$ cat config.mk
export PLATFORM = sky130hd
export DESIGN_NAME = i2c_bus_clear_sequencer_unit_flat
export DESIGN_NICKNAME = d
export VERILOG_FILES = /design/src/rtl/core/i2cbc_pkg.sv /design/src/rtl/core/i2cbc_if.sv /design/src/rtl/core/i2c_bus_clear_sequencer_unit.sv /design/src/rtl/core/i2cbc_cfg_regs.sv /design/src/rtl/core/i2cbc_step.sv /design/src/flat_wrapper.sv
export VERILOG_INCLUDE_DIRS = /design/src /design/src/rtl/core
export SDC_FILE = /design/constraint.sdc
export NUM_CORES = 1
export LEC_CHECK = 0
export BUFFER_PORTS_ARGS = -buffer_cell sky130_fd_sc_hd__buf_2
export CORE_UTILIZATION = 30
export CTS_BUF_LIST = sky130_fd_sc_hd__clkbuf_2 sky130_fd_sc_hd__clkbuf_4 sky130_fd_sc_hd__clkbuf_8
export DETAILED_ROUTE_END_ITERATION = 8
export PLACE_DENSITY = 0.45
export SYNTH_ARGS = -nofsm -noshare
export SYNTH_HDL_FRONTEND = slang
export SYNTH_SLANG_ARGS = --single-unit
$ cat constraint.sdc
create_clock -name clk -period 6.6 [get_ports clk]
set_clock_uncertainty 0.05 [all_clocks]
set_input_delay 0.66 -clock clk [delete_from_list [all_inputs] [get_ports clk]]
set_output_delay 0.66 -clock clk [all_outputs]
set_load 0.005 [all_outputs]
$ cat src/rtl/core/i2c_bus_clear_sequencer_unit_defines.svh
// Assertion macros shared by the bus-clear sequencer RTL.
`ifndef I2C_BUS_CLEAR_SEQUENCER_UNIT_DEFINES_SVH
`define I2C_BUS_CLEAR_SEQUENCER_UNIT_DEFINES_SVH

// Same-cycle implication, held off during reset.
`define I2CBC_ASSERT_SAME(label, clk, rst_n, ante, cons, msg) \
	label: assert property (@(posedge clk) disable iff (!(rst_n)) (ante) |-> (cons)) \
		else $error(msg);

// Next-cycle implication, held off during reset.
`define I2CBC_ASSERT_NEXT(label, clk, rst_n, ante, cons, msg) \
	label: assert property (@(posedge clk) disable iff (!(rst_n)) (ante) |=> (cons)) \
		else $error(msg);

`endif

$ cat src/rtl/core/i2cbc_pkg.sv
`timescale 1ns / 1ps
`default_nettype none
package i2cbc_pkg;

	localparam int unsigned DelayW = 8;
	localparam int unsigned PulseW = 4;
	localparam int unsigned ToggleW = PulseW + 1;
	localparam int unsigned StatusW = 2;
	localparam int unsigned CfgIdxW = 2;

	localparam logic [DelayW-1:0] FULL_DELAY_RST = 8'd5;
	localparam logic [DelayW-1:0] SHORT_DELAY_RST = 8'd2;
	localparam logic [PulseW-1:0] PULSE_COUNT_RST = 4'd9;

	localparam logic [CfgIdxW-1:0] REG_FULL_DELAY = 2'd0;
	localparam logic [CfgIdxW-1:0] REG_SHORT_DELAY = 2'd1;
	localparam logic [CfgIdxW-1:0] REG_PULSE_COUNT = 2'd2;

	localparam logic [StatusW-1:0] ST_FREED = 2'd0;
	localparam logic [StatusW-1:0] ST_STUCK = 2'd1;
	localparam logic [StatusW-1:0] ST_NOT_FREED = 2'd2;

	typedef enum logic [2:0] {
		PH_IDLE = 3'd0,
		PH_PRE_SCL = 3'd1,
		PH_PRE_SDA = 3'd2,
		PH_TOG_SCL = 3'd3,
		PH_TOG_SDA = 3'd4
	} phase_t;

	typedef struct packed {
		logic [DelayW-1:0] full_delay_ticks;
		logic [DelayW-1:0] short_delay_ticks;
		logic [PulseW-1:0] pulse_count;
	} cfg_t;

	typedef struct packed {
		logic operation;
		logic scl_level;
		logic sda_level;
	} item_t;

	typedef struct packed {
		phase_t phase;
		logic [DelayW-1:0] wait_count;
		logic [ToggleW-1:0] toggle_count;
		logic scl_state;
		logic sda_state;
		logic [StatusW-1:0] last_status;
	} seq_state_t;

	typedef struct packed {
		logic scl_drive;
		logic sda_drive;
		logic busy_res;
		logic done_res;
		logic [StatusW-1:0] status;
	} result_t;

	function automatic logic [DelayW-1:0] eff_delay(input logic [DelayW-1:0] d);
		return (d == '0) ? DelayW'(1) : d;
	endfunction

endpackage
`default_nettype wire

$ cat src/rtl/core/i2cbc_if.sv
`timescale 1ns / 1ps
`default_nettype none
interface i2cbc_in_if;
	logic valid;
	logic ready;
	logic operation;
	logic scl_level;
	logic sda_level;

	modport source (output valid, output operation, output scl_level, output sda_level,
		input ready);
	modport sink (input valid, input operation, input scl_level, input sda_level,
		output ready);
endinterface

interface i2cbc_out_if;
	logic valid;
	logic ready;
	logic scl_drive;
	logic sda_drive;
	logic busy_res;
	logic done_res;
	logic [1:0] status;

	modport source (output valid, output scl_drive, output sda_drive, output busy_res,
		output done_res, output status, input ready);
	modport sink (input valid, input scl_drive, input sda_drive, input busy_res,
		input done_res, input status, output ready);
endinterface
`default_nettype wire

$ cat src/rtl/core/i2c_bus_clear_sequencer_unit.sv
// I2C bus-clear sequencer: drives SCL/SDA through the recovery of pulse_count SCL pulses.
// tick channel: one word per time tick; operation 1 starts (or restarts) the
// sequence, 0 advances it one tick using the sampled scl_level and sda_level.
// result channel: exactly one word per tick word, in order, giving the SCL and
// SDA drive levels, busy_res, done_res (on the finishing tick) and the status
// of the last finished sequence (freed, SCL stuck low, not freed).
// Configuration: cfg_we/cfg_index/cfg_wdata write full_delay_ticks (0),
// short_delay_ticks (1) and pulse_count (2); write only while idle.
// A word accepted into the input register has its result computed from the
// sequencer state and written to the result register, which drives result.
// Throughput: one word per cycle while result.ready stays high, set by the
// single state update between the input register and the result register.
// When the receiver stalls, the result register holds, the input register
// holds and tick.ready drops once both are full; nothing is lost.
// Reset: delays 5 and 2, pulse_count 9, sequencer idle, both lines released
// high, status freed, both registers empty.
`timescale 1ns / 1ps
`default_nettype none
`include "i2c_bus_clear_sequencer_unit_defines.svh"
module i2c_bus_clear_sequencer_unit (
	input wire logic clk,
	input wire logic arst_n,
	i2cbc_in_if.sink tick,
	i2cbc_out_if.source result,
	input wire logic cfg_we,
	input wire logic [i2cbc_pkg::CfgIdxW-1:0] cfg_index,
	input wire logic [i2cbc_pkg::DelayW-1:0] cfg_wdata
);

	i2cbc_pkg::cfg_t cfg;
	i2cbc_pkg::item_t item_s1;
	logic vld_s1;
	i2cbc_pkg::seq_state_t state_q;
	i2cbc_pkg::seq_state_t state_nxt;
	i2cbc_pkg::result_t res_nxt;
	i2cbc_pkg::result_t res_q;
	logic res_vld_q;
	logic proc_en;
	logic take_in;

	i2cbc_cfg_regs u_cfg (
		.clk(clk),
		.arst_n(arst_n),
		.cfg_we(cfg_we),
		.cfg_index(cfg_index),
		.cfg_wdata(cfg_wdata),
		.cfg(cfg)
	);

	i2cbc_step u_step (
		.cfg(cfg),
		.item(item_s1),
		.cur(state_q),
		.nxt(state_nxt),
		.res(res_nxt)
	);

	assign proc_en = vld_s1 & (~res_vld_q | result.ready);
	assign tick.ready = ~vld_s1 | proc_en;
	assign take_in = tick.valid & tick.ready;

	always_ff @(posedge clk or negedge arst_n) begin
		if (!arst_n) begin
			vld_s1 <= 1'b0;
		end else if (tick.ready) begin
			vld_s1 <= tick.valid;
		end
	end

	always_ff @(posedge clk) begin
		if (take_in) begin
			item_s1.operation <= tick.operation;
			item_s1.scl_level <= tick.scl_level;
			item_s1.sda_level <= tick.sda_level;
		end
	end

	always_ff @(posedge clk or negedge arst_n) begin
		if (!arst_n) begin
			state_q.phase <= i2cbc_pkg::PH_IDLE;
			state_q.wait_count <= '0;
			state_q.toggle_count <= '0;
			state_q.scl_state <= 1'b1;
			state_q.sda_state <= 1'b1;
			state_q.last_status <= i2cbc_pkg::ST_FREED;
		end else if (proc_en) begin
			state_q <= state_nxt;
		end
	end

	always_ff @(posedge clk or negedge arst_n) begin
		if (!arst_n) begin
			res_vld_q <= 1'b0;
		end else if (proc_en) begin
			res_vld_q <= 1'b1;
		end else if (result.ready) begin
			res_vld_q <= 1'b0;
		end
	end

	always_ff @(posedge clk) begin
		if (proc_en) begin
			res_q <= res_nxt;
		end
	end

	assign result.valid = res_vld_q;
	assign result.scl_drive = res_q.scl_drive;
	assign result.sda_drive = res_q.sda_drive;
	assign result.busy_res = res_q.busy_res;
	assign result.done_res = res_q.done_res;
	assign result.status = res_q.status;

	`I2CBC_ASSERT_SAME(a_busy_wait_nonzero, clk, arst_n,
		state_q.phase != i2cbc_pkg::PH_IDLE, state_q.wait_count != '0,
		"running sequencer with empty wait counter")
	`I2CBC_ASSERT_NEXT(a_start_loads, clk, arst_n, proc_en && item_s1.operation,
		state_q.phase == i2cbc_pkg::PH_PRE_SCL && state_q.scl_state,
		"start word did not enter the first wait with SCL released")
	`I2CBC_ASSERT_NEXT(a_done_idle, clk, arst_n, proc_en && res_nxt.done_res,
		res_vld_q && !res_q.busy_res && state_q.phase == i2cbc_pkg::PH_IDLE,
		"finished sequence left the sequencer running")

endmodule
`default_nettype wire

$ cat src/rtl/core/i2cbc_cfg_regs.sv
`timescale 1ns / 1ps
`default_nettype none
module i2cbc_cfg_regs (
	input wire logic clk,
	input wire logic arst_n,
	input wire logic cfg_we,
	input wire logic [i2cbc_pkg::CfgIdxW-1:0] cfg_index,
	input wire logic [i2cbc_pkg::DelayW-1:0] cfg_wdata,
	output i2cbc_pkg::cfg_t cfg
);

	i2cbc_pkg::cfg_t cfg_q;

	always_ff @(posedge clk or negedge arst_n) begin
		if (!arst_n) begin
			cfg_q.full_delay_ticks <= i2cbc_pkg::FULL_DELAY_RST;
			cfg_q.short_delay_ticks <= i2cbc_pkg::SHORT_DELAY_RST;
			cfg_q.pulse_count <= i2cbc_pkg::PULSE_COUNT_RST;
		end else if (cfg_we) begin
			unique case (cfg_index)
				i2cbc_pkg::REG_FULL_DELAY: begin
					cfg_q.full_delay_ticks <= cfg_wdata;
				end
				i2cbc_pkg::REG_SHORT_DELAY: begin
					cfg_q.short_delay_ticks <= cfg_wdata;
				end
				i2cbc_pkg::REG_PULSE_COUNT: begin
					cfg_q.pulse_count <= cfg_wdata[i2cbc_pkg::PulseW-1:0];
				end
				default: begin
				end
			endcase
		end
	end

	assign cfg = cfg_q;

endmodule
`default_nettype wire

$ cat src/rtl/core/i2cbc_step.sv
`timescale 1ns / 1ps
`default_nettype none
module i2cbc_step (
	input wire i2cbc_pkg::cfg_t cfg,
	input wire i2cbc_pkg::item_t item,
	input wire i2cbc_pkg::seq_state_t cur,
	output i2cbc_pkg::seq_state_t nxt,
	output i2cbc_pkg::result_t res
);

	logic [i2cbc_pkg::PulseW-1:0] pulses;
	logic [i2cbc_pkg::ToggleW-1:0] limit;
	logic [i2cbc_pkg::DelayW-1:0] wait_dec;
	logic [i2cbc_pkg::ToggleW-1:0] tog_inc;
	logic tgl_stuck;
	logic tgl_scl;
	logic [i2cbc_pkg::DelayW-1:0] tgl_wait;
	logic done;

	always_comb begin
		pulses = (cfg.pulse_count == '0) ? i2cbc_pkg::PulseW'(1) : cfg.pulse_count;
		limit = {pulses, 1'b0};
		wait_dec = cur.wait_count - i2cbc_pkg::DelayW'(1);
		tog_inc = cur.toggle_count + i2cbc_pkg::ToggleW'(1);
		tgl_stuck = cur.scl_state & ~item.scl_level;
		tgl_scl = ~cur.scl_state;
		tgl_wait = i2cbc_pkg::eff_delay(tgl_scl ? cfg.full_delay_ticks
			: cfg.short_delay_ticks);
	end

	always_comb begin
		nxt = cur;
		done = 1'b0;
		if (item.operation) begin
			nxt.scl_state = 1'b1;
			nxt.toggle_count = '0;
			nxt.wait_count = i2cbc_pkg::eff_delay(cfg.full_delay_ticks);
			nxt.phase = i2cbc_pkg::PH_PRE_SCL;
		end else if (cur.phase != i2cbc_pkg::PH_IDLE) begin
			nxt.wait_count = wait_dec;
			if (wait_dec == '0) begin
				unique case (cur.phase)
					i2cbc_pkg::PH_PRE_SCL: begin
						nxt.sda_state = 1'b1;
						nxt.wait_count = i2cbc_pkg::eff_delay(cfg.short_delay_ticks);
						nxt.phase = i2cbc_pkg::PH_PRE_SDA;
					end
					i2cbc_pkg::PH_PRE_SDA: begin
						if (tgl_stuck) begin
							nxt.last_status = i2cbc_pkg::ST_STUCK;
							nxt.phase = i2cbc_pkg::PH_IDLE;
							nxt.wait_count = '0;
							done = 1'b1;
						end else begin
							nxt.scl_state = tgl_scl;
							nxt.wait_count = tgl_wait;
							nxt.phase = i2cbc_pkg::PH_TOG_SCL;
						end
					end
					i2cbc_pkg::PH_TOG_SCL: begin
						nxt.sda_state = cur.scl_state;
						nxt.wait_count = i2cbc_pkg::eff_delay(cfg.short_delay_ticks);
						nxt.phase = i2cbc_pkg::PH_TOG_SDA;
					end
					i2cbc_pkg::PH_TOG_SDA: begin
						nxt.toggle_count = tog_inc;
						if (cur.scl_state && item.scl_level && item.sda_level) begin
							nxt.last_status = i2cbc_pkg::ST_FREED;
							nxt.phase = i2cbc_pkg::PH_IDLE;
							nxt.wait_count = '0;
							done = 1'b1;
						end else if (tog_inc >= limit) begin
							nxt.last_status = i2cbc_pkg::ST_NOT_FREED;
							nxt.phase = i2cbc_pkg::PH_IDLE;
							nxt.wait_count = '0;
							done = 1'b1;
						end else if (tgl_stuck) begin
							nxt.last_status = i2cbc_pkg::ST_STUCK;
							nxt.phase = i2cbc_pkg::PH_IDLE;
							nxt.wait_count = '0;
							done = 1'b1;
						end else begin
							nxt.scl_state = tgl_scl;
							nxt.wait_count = tgl_wait;
							nxt.phase = i2cbc_pkg::PH_TOG_SCL;
						end
					end
					default: begin
						nxt.phase = i2cbc_pkg::PH_IDLE;
						nxt.wait_count = '0;
					end
				endcase
			end
		end
	end

	always_comb begin
		res.scl_drive = nxt.scl_state;
		res.sda_drive = nxt.sda_state;
		res.busy_res = (nxt.phase != i2cbc_pkg::PH_IDLE);
		res.done_res = done;
		res.status = nxt.last_status;
	end

endmodule
`default_nettype wire

$ cat src/flat_wrapper.sv
// flat-port wrapper written by rule: the top's interface ports become plain ports
module i2c_bus_clear_sequencer_unit_flat 
  (clk, arst_n, cfg_we, cfg_index, cfg_wdata, tick_valid, tick_operation, tick_scl_level, tick_sda_level, tick_ready, result_valid, result_scl_drive, result_sda_drive, result_busy_res, result_done_res, result_status, result_ready);
  i2cbc_in_if tick_i ();
  i2cbc_out_if result_i ();
  input wire logic clk;
  input wire logic arst_n;
  input wire logic cfg_we;
  input wire logic [i2cbc_pkg::CfgIdxW-1:0] cfg_index;
  input wire logic [i2cbc_pkg::DelayW-1:0] cfg_wdata;
  input wire logic [$bits(tick_i.valid)-1:0] tick_valid;
  input wire logic [$bits(tick_i.operation)-1:0] tick_operation;
  input wire logic [$bits(tick_i.scl_level)-1:0] tick_scl_level;
  input wire logic [$bits(tick_i.sda_level)-1:0] tick_sda_level;
  output wire logic [$bits(tick_i.ready)-1:0] tick_ready;
  output wire logic [$bits(result_i.valid)-1:0] result_valid;
  output wire logic [$bits(result_i.scl_drive)-1:0] result_scl_drive;
  output wire logic [$bits(result_i.sda_drive)-1:0] result_sda_drive;
  output wire logic [$bits(result_i.busy_res)-1:0] result_busy_res;
  output wire logic [$bits(result_i.done_res)-1:0] result_done_res;
  output wire logic [$bits(result_i.status)-1:0] result_status;
  input wire logic [$bits(result_i.ready)-1:0] result_ready;
  assign tick_i.valid = tick_valid;
  assign tick_i.operation = tick_operation;
  assign tick_i.scl_level = tick_scl_level;
  assign tick_i.sda_level = tick_sda_level;
  assign tick_ready = tick_i.ready;
  assign result_valid = result_i.valid;
  assign result_scl_drive = result_i.scl_drive;
  assign result_sda_drive = result_i.sda_drive;
  assign result_busy_res = result_i.busy_res;
  assign result_done_res = result_i.done_res;
  assign result_status = result_i.status;
  assign result_i.ready = result_ready;
  i2c_bus_clear_sequencer_unit u_core (.clk(clk), .arst_n(arst_n), .tick(tick_i), .result(result_i), .cfg_we(cfg_we), .cfg_index(cfg_index), .cfg_wdata(cfg_wdata));
endmodule
==> impl_metrics.json <==
{
  "reg2reg_depth": 10,
  "path_class": "reg -> reg",
  "setup.worst_path.end_class": "register",
  "grt_pass1_vias": 2504,
  "cp-start-kind": "register",
  "yosysMostFrequentCell": "dfrtp_1",
  "synth.largest_area_cell": "dfrtp_1",
  "portBuffers": 25,
  "io_pins": 26,
  "cts_resized": 0,
  "gp_congestion": 0.818,
  "grt_overflow": 0,
  "synth_area_per_cell_um2": 9.78,
  "fin_nets": 357,
  "syn_inst": 316,
  "final_layout_size_suffix_gt1_share_pct": 21.3,
  "start_util_pct": 31.3,
  "rsz0062_at_grt": "false",
  "layout_min_cycle_time_ns": 3.31,
  "grt_max_degree": 43,
  "postCtsSetupBuffers": 0,
  "ys_types": 59,
  "drt_iter0_drc": 191,
  "die_w_um": 103,
  "yosys_warnings": 0,
  "numCtsBuffers": 5,
  "die_area_um2": 10700,
  "syn_area_um2": 3090,
  "clockBufferDepth": 2,
  "hold_buffers": 0,
  "yosys-top-cells-area": "dfrtp_1 28%, edfxtp_1 8.7%, mux2_2 6.9%",
  "ir_drop_uv": 96.4,
  "avgViaCountPerCell": 5.43,
  "synth_top_cell_area_share_pct": 28.4,
  "ys_seq_area_share_pct": 43.1,
  "grt_pass1_wl_mm": 13.3,
  "wire_per_inst_um": 17.0,
  "slew_headroom_pct": 30.9,
  "drv_cap": 0,
  "wirelength_mm": 7.93,
  "status": "complete, no violations",
  "worstPathRequired_ns": 6.62,
  "cts_root_buffer": "clkbuf_8",
  "p_per_area_nw_per_um2": 293,
  "worstHoldPathType": "reg -> reg",
  "whs_path_depth": 2,
  "dr.pass1.iters": 5,
  "core-area_um2": 9860,
  "antenna_found_initial": 0,
  "setup_viol": 0,
  "postSynth.asyncResetShare_pct": 82.4,
  "slew_viol_final": 0,
  "num_vias": 2532,
  "cts_tree": "done",
  "rows": 36,
  "place_hpwl_mm": 5.79,
  "synth-edff-count": 9,
  "drc": 0,
  "synth.net_count": 341,
  "p_leak_nw": 1.30,
  "htreeDepth": 2,
  "cp.arrival_ns": 3.33,
  "synth-seq-cells": 51,
  "final_util_pct": 34.4,
  "fin_crit_sh_pct": 50.2,
  "clkLatencyLatePin_ns": 0.32,
  "area_delta_synth_final_pct": 9.80,
  "path_clk_slew_ns": 0.10,
  "synthTopCellsByCount": "35 x dfrtp_1, 25 x nand2_1, 23 x o21ai_0, 19 x mux2_2, 16 x nor3_1",
  "ys.flop_type": "dfrtp_1",
  "die_h_um": 103,
  "tns_ns": 0,
  "hold_viol": 0,
  "tightest_slew_ns": 1.02,
  "crit_fanout": 7,
  "max_freq_mhz": 302,
  "ant_nets": 0,
  "globalRouteTotalUtil_pct": 16.3,
  "numClockSinks": 51,
  "antenna_cells": 0
}
==> through the flow <==
step	hold WS, ns	instance area, µm²	power (mW)	setup WS, ns	instances
CTS	0.427	3390	0.996	3.28	466
floorplan	0.314	3090	0.714	3.73	316
detailed placement	0.416	3300	0.807	3.18	458
global route	0.446	3390	1.06	2.98	466
finish	0.422	3390	0.993	3.29	466
global placement	0.414	3300	0.815	3.12	458
==> critical path, stage by stage, from the launching register on <==
cell	delay, ns
dfrtp_1	0.42
ha_1	0.28
nand3_1	0.12
xnor2_1	0.15
ha_1	0.31
o211ai_1	0.09
a31oi_1	0.44
o32ai_1	0.28
a211oi_1	0.51
a22oi_1	0.13
or2_2	0.29
==> metal layers <==
metal | routed length (µm) | vias up | global-route usage [%]
met5 | 0 | - | 0
met4 | 108 | 0 | 4.98
met3 | 335 | 7 | 2.76
met2 | 3640 | 70 | 26.6
met1 | 3850 | 1223 | 22.2
li1 | - | 1232 | -
==> cells by family (layout without fill, tap and decap cells) <==
kind of cell | Yosys count | count (layout) | synth area share [%]
AO/OA/AOI/OAI | 97 | 97 | 22.5
XOR/XNOR | 4 | 4 | 1.13
adder cells (fa/ha/maj) | 7 | 7 | 2.84
buffers and inverters | 29 | 46 | 4.17
flip-flops | 51 | 51 | 43.1
multiplexers | 20 | 20 | 7.25
AND/OR/NAND/NOR | 108 | 108 | 19.1
==> state kept, by name, indices dropped and copies added, names as in the netlist <==
register and flops:
u_core.u_cfg.cfg 20, u_core.result.valid 1, u_core.result.sda_drive 1, u_core.result.scl_drive 1, u_core.result.done_res 1, u_core.result.busy_res 1, u_core.vld_s1 1, u_core.item_s1 3
u_core.state_q 20, u_core.result.status 2
==> power breakdown <==
group	switching, mW	internal, mW	total (mW)	leakage, nW
clock	0.112	0.0750	0.187	0.0483
sequential	0.0964	0.385	0.481	0.587
combinational	0.186	0.139	0.325	0.661
total	0.394	0.599	0.993	1.30
==> area by class of cell <==
class / instances / area (µm²)
Tap cell: 133 / 166
Sequential cell: 51 / 1330
Clock buffer: 5 / 68.8
Multi-Input combinational cell: 236 / 1630
Clock inverter: 3 / 18.8
Fill cell: 1026 / 6470
Timing Repair Buffer: 26 / 133
Inverter: 12 / 45.0
==> cell usage in the layout (no fill, tap or decap), types with 4 or more instances in the layout <==
cell / Yosys / routed
a21o_1: 4 / 4
a21oi_1: 15 / 15
a31oi_1: 6 / 6
buf_2: 3 / 25
clkbuf_8: 0 / 5
dfrtp_1: 35 / 35
dfstp_2: 7 / 7
edfxtp_1: 9 / 9
ha_1: 7 / 7
inv_1: 12 / 12
mux2_2: 19 / 19
nand2_1: 25 / 25
nand2b_1: 7 / 7
nand3_1: 6 / 6
nand3b_1: 5 / 5
nor2_1: 15 / 15
nor2b_1: 5 / 5
nor3_1: 16 / 16
nor4_1: 9 / 9
o21a_1: 4 / 4
o21ai_0: 23 / 22
o31ai_1: 5 / 5
or3_1: 4 / 4
==> path summary, 6_finish.rpt <==
check	slack [ns]	startpoint	endpoint
max in group asynchronous	5.43	arst_n	u_core.state_q[5]$_DFFE_PN0P_
worst min-delay path	0.42	u_core.state_q[2]$_DFFE_PN1P_	u_core.state_q[2]$_DFFE_PN1P_
worst min register to register	0.42	u_core.state_q[2]$_DFFE_PN1P_	u_core.state_q[2]$_DFFE_PN1P_
worst max register to register	3.29	u_core.state_q[4]$_DFFE_PN0P_	u_core.result.busy_res$_DFFE_PP_
worst max-delay path	3.29	u_core.state_q[4]$_DFFE_PN0P_	u_core.result.busy_res$_DFFE_PP_
min in group asynchronous	0.46	arst_n	u_core.u_cfg.cfg[19]$_DFFE_PN0P_
Power figures use the tool's default switching activity.
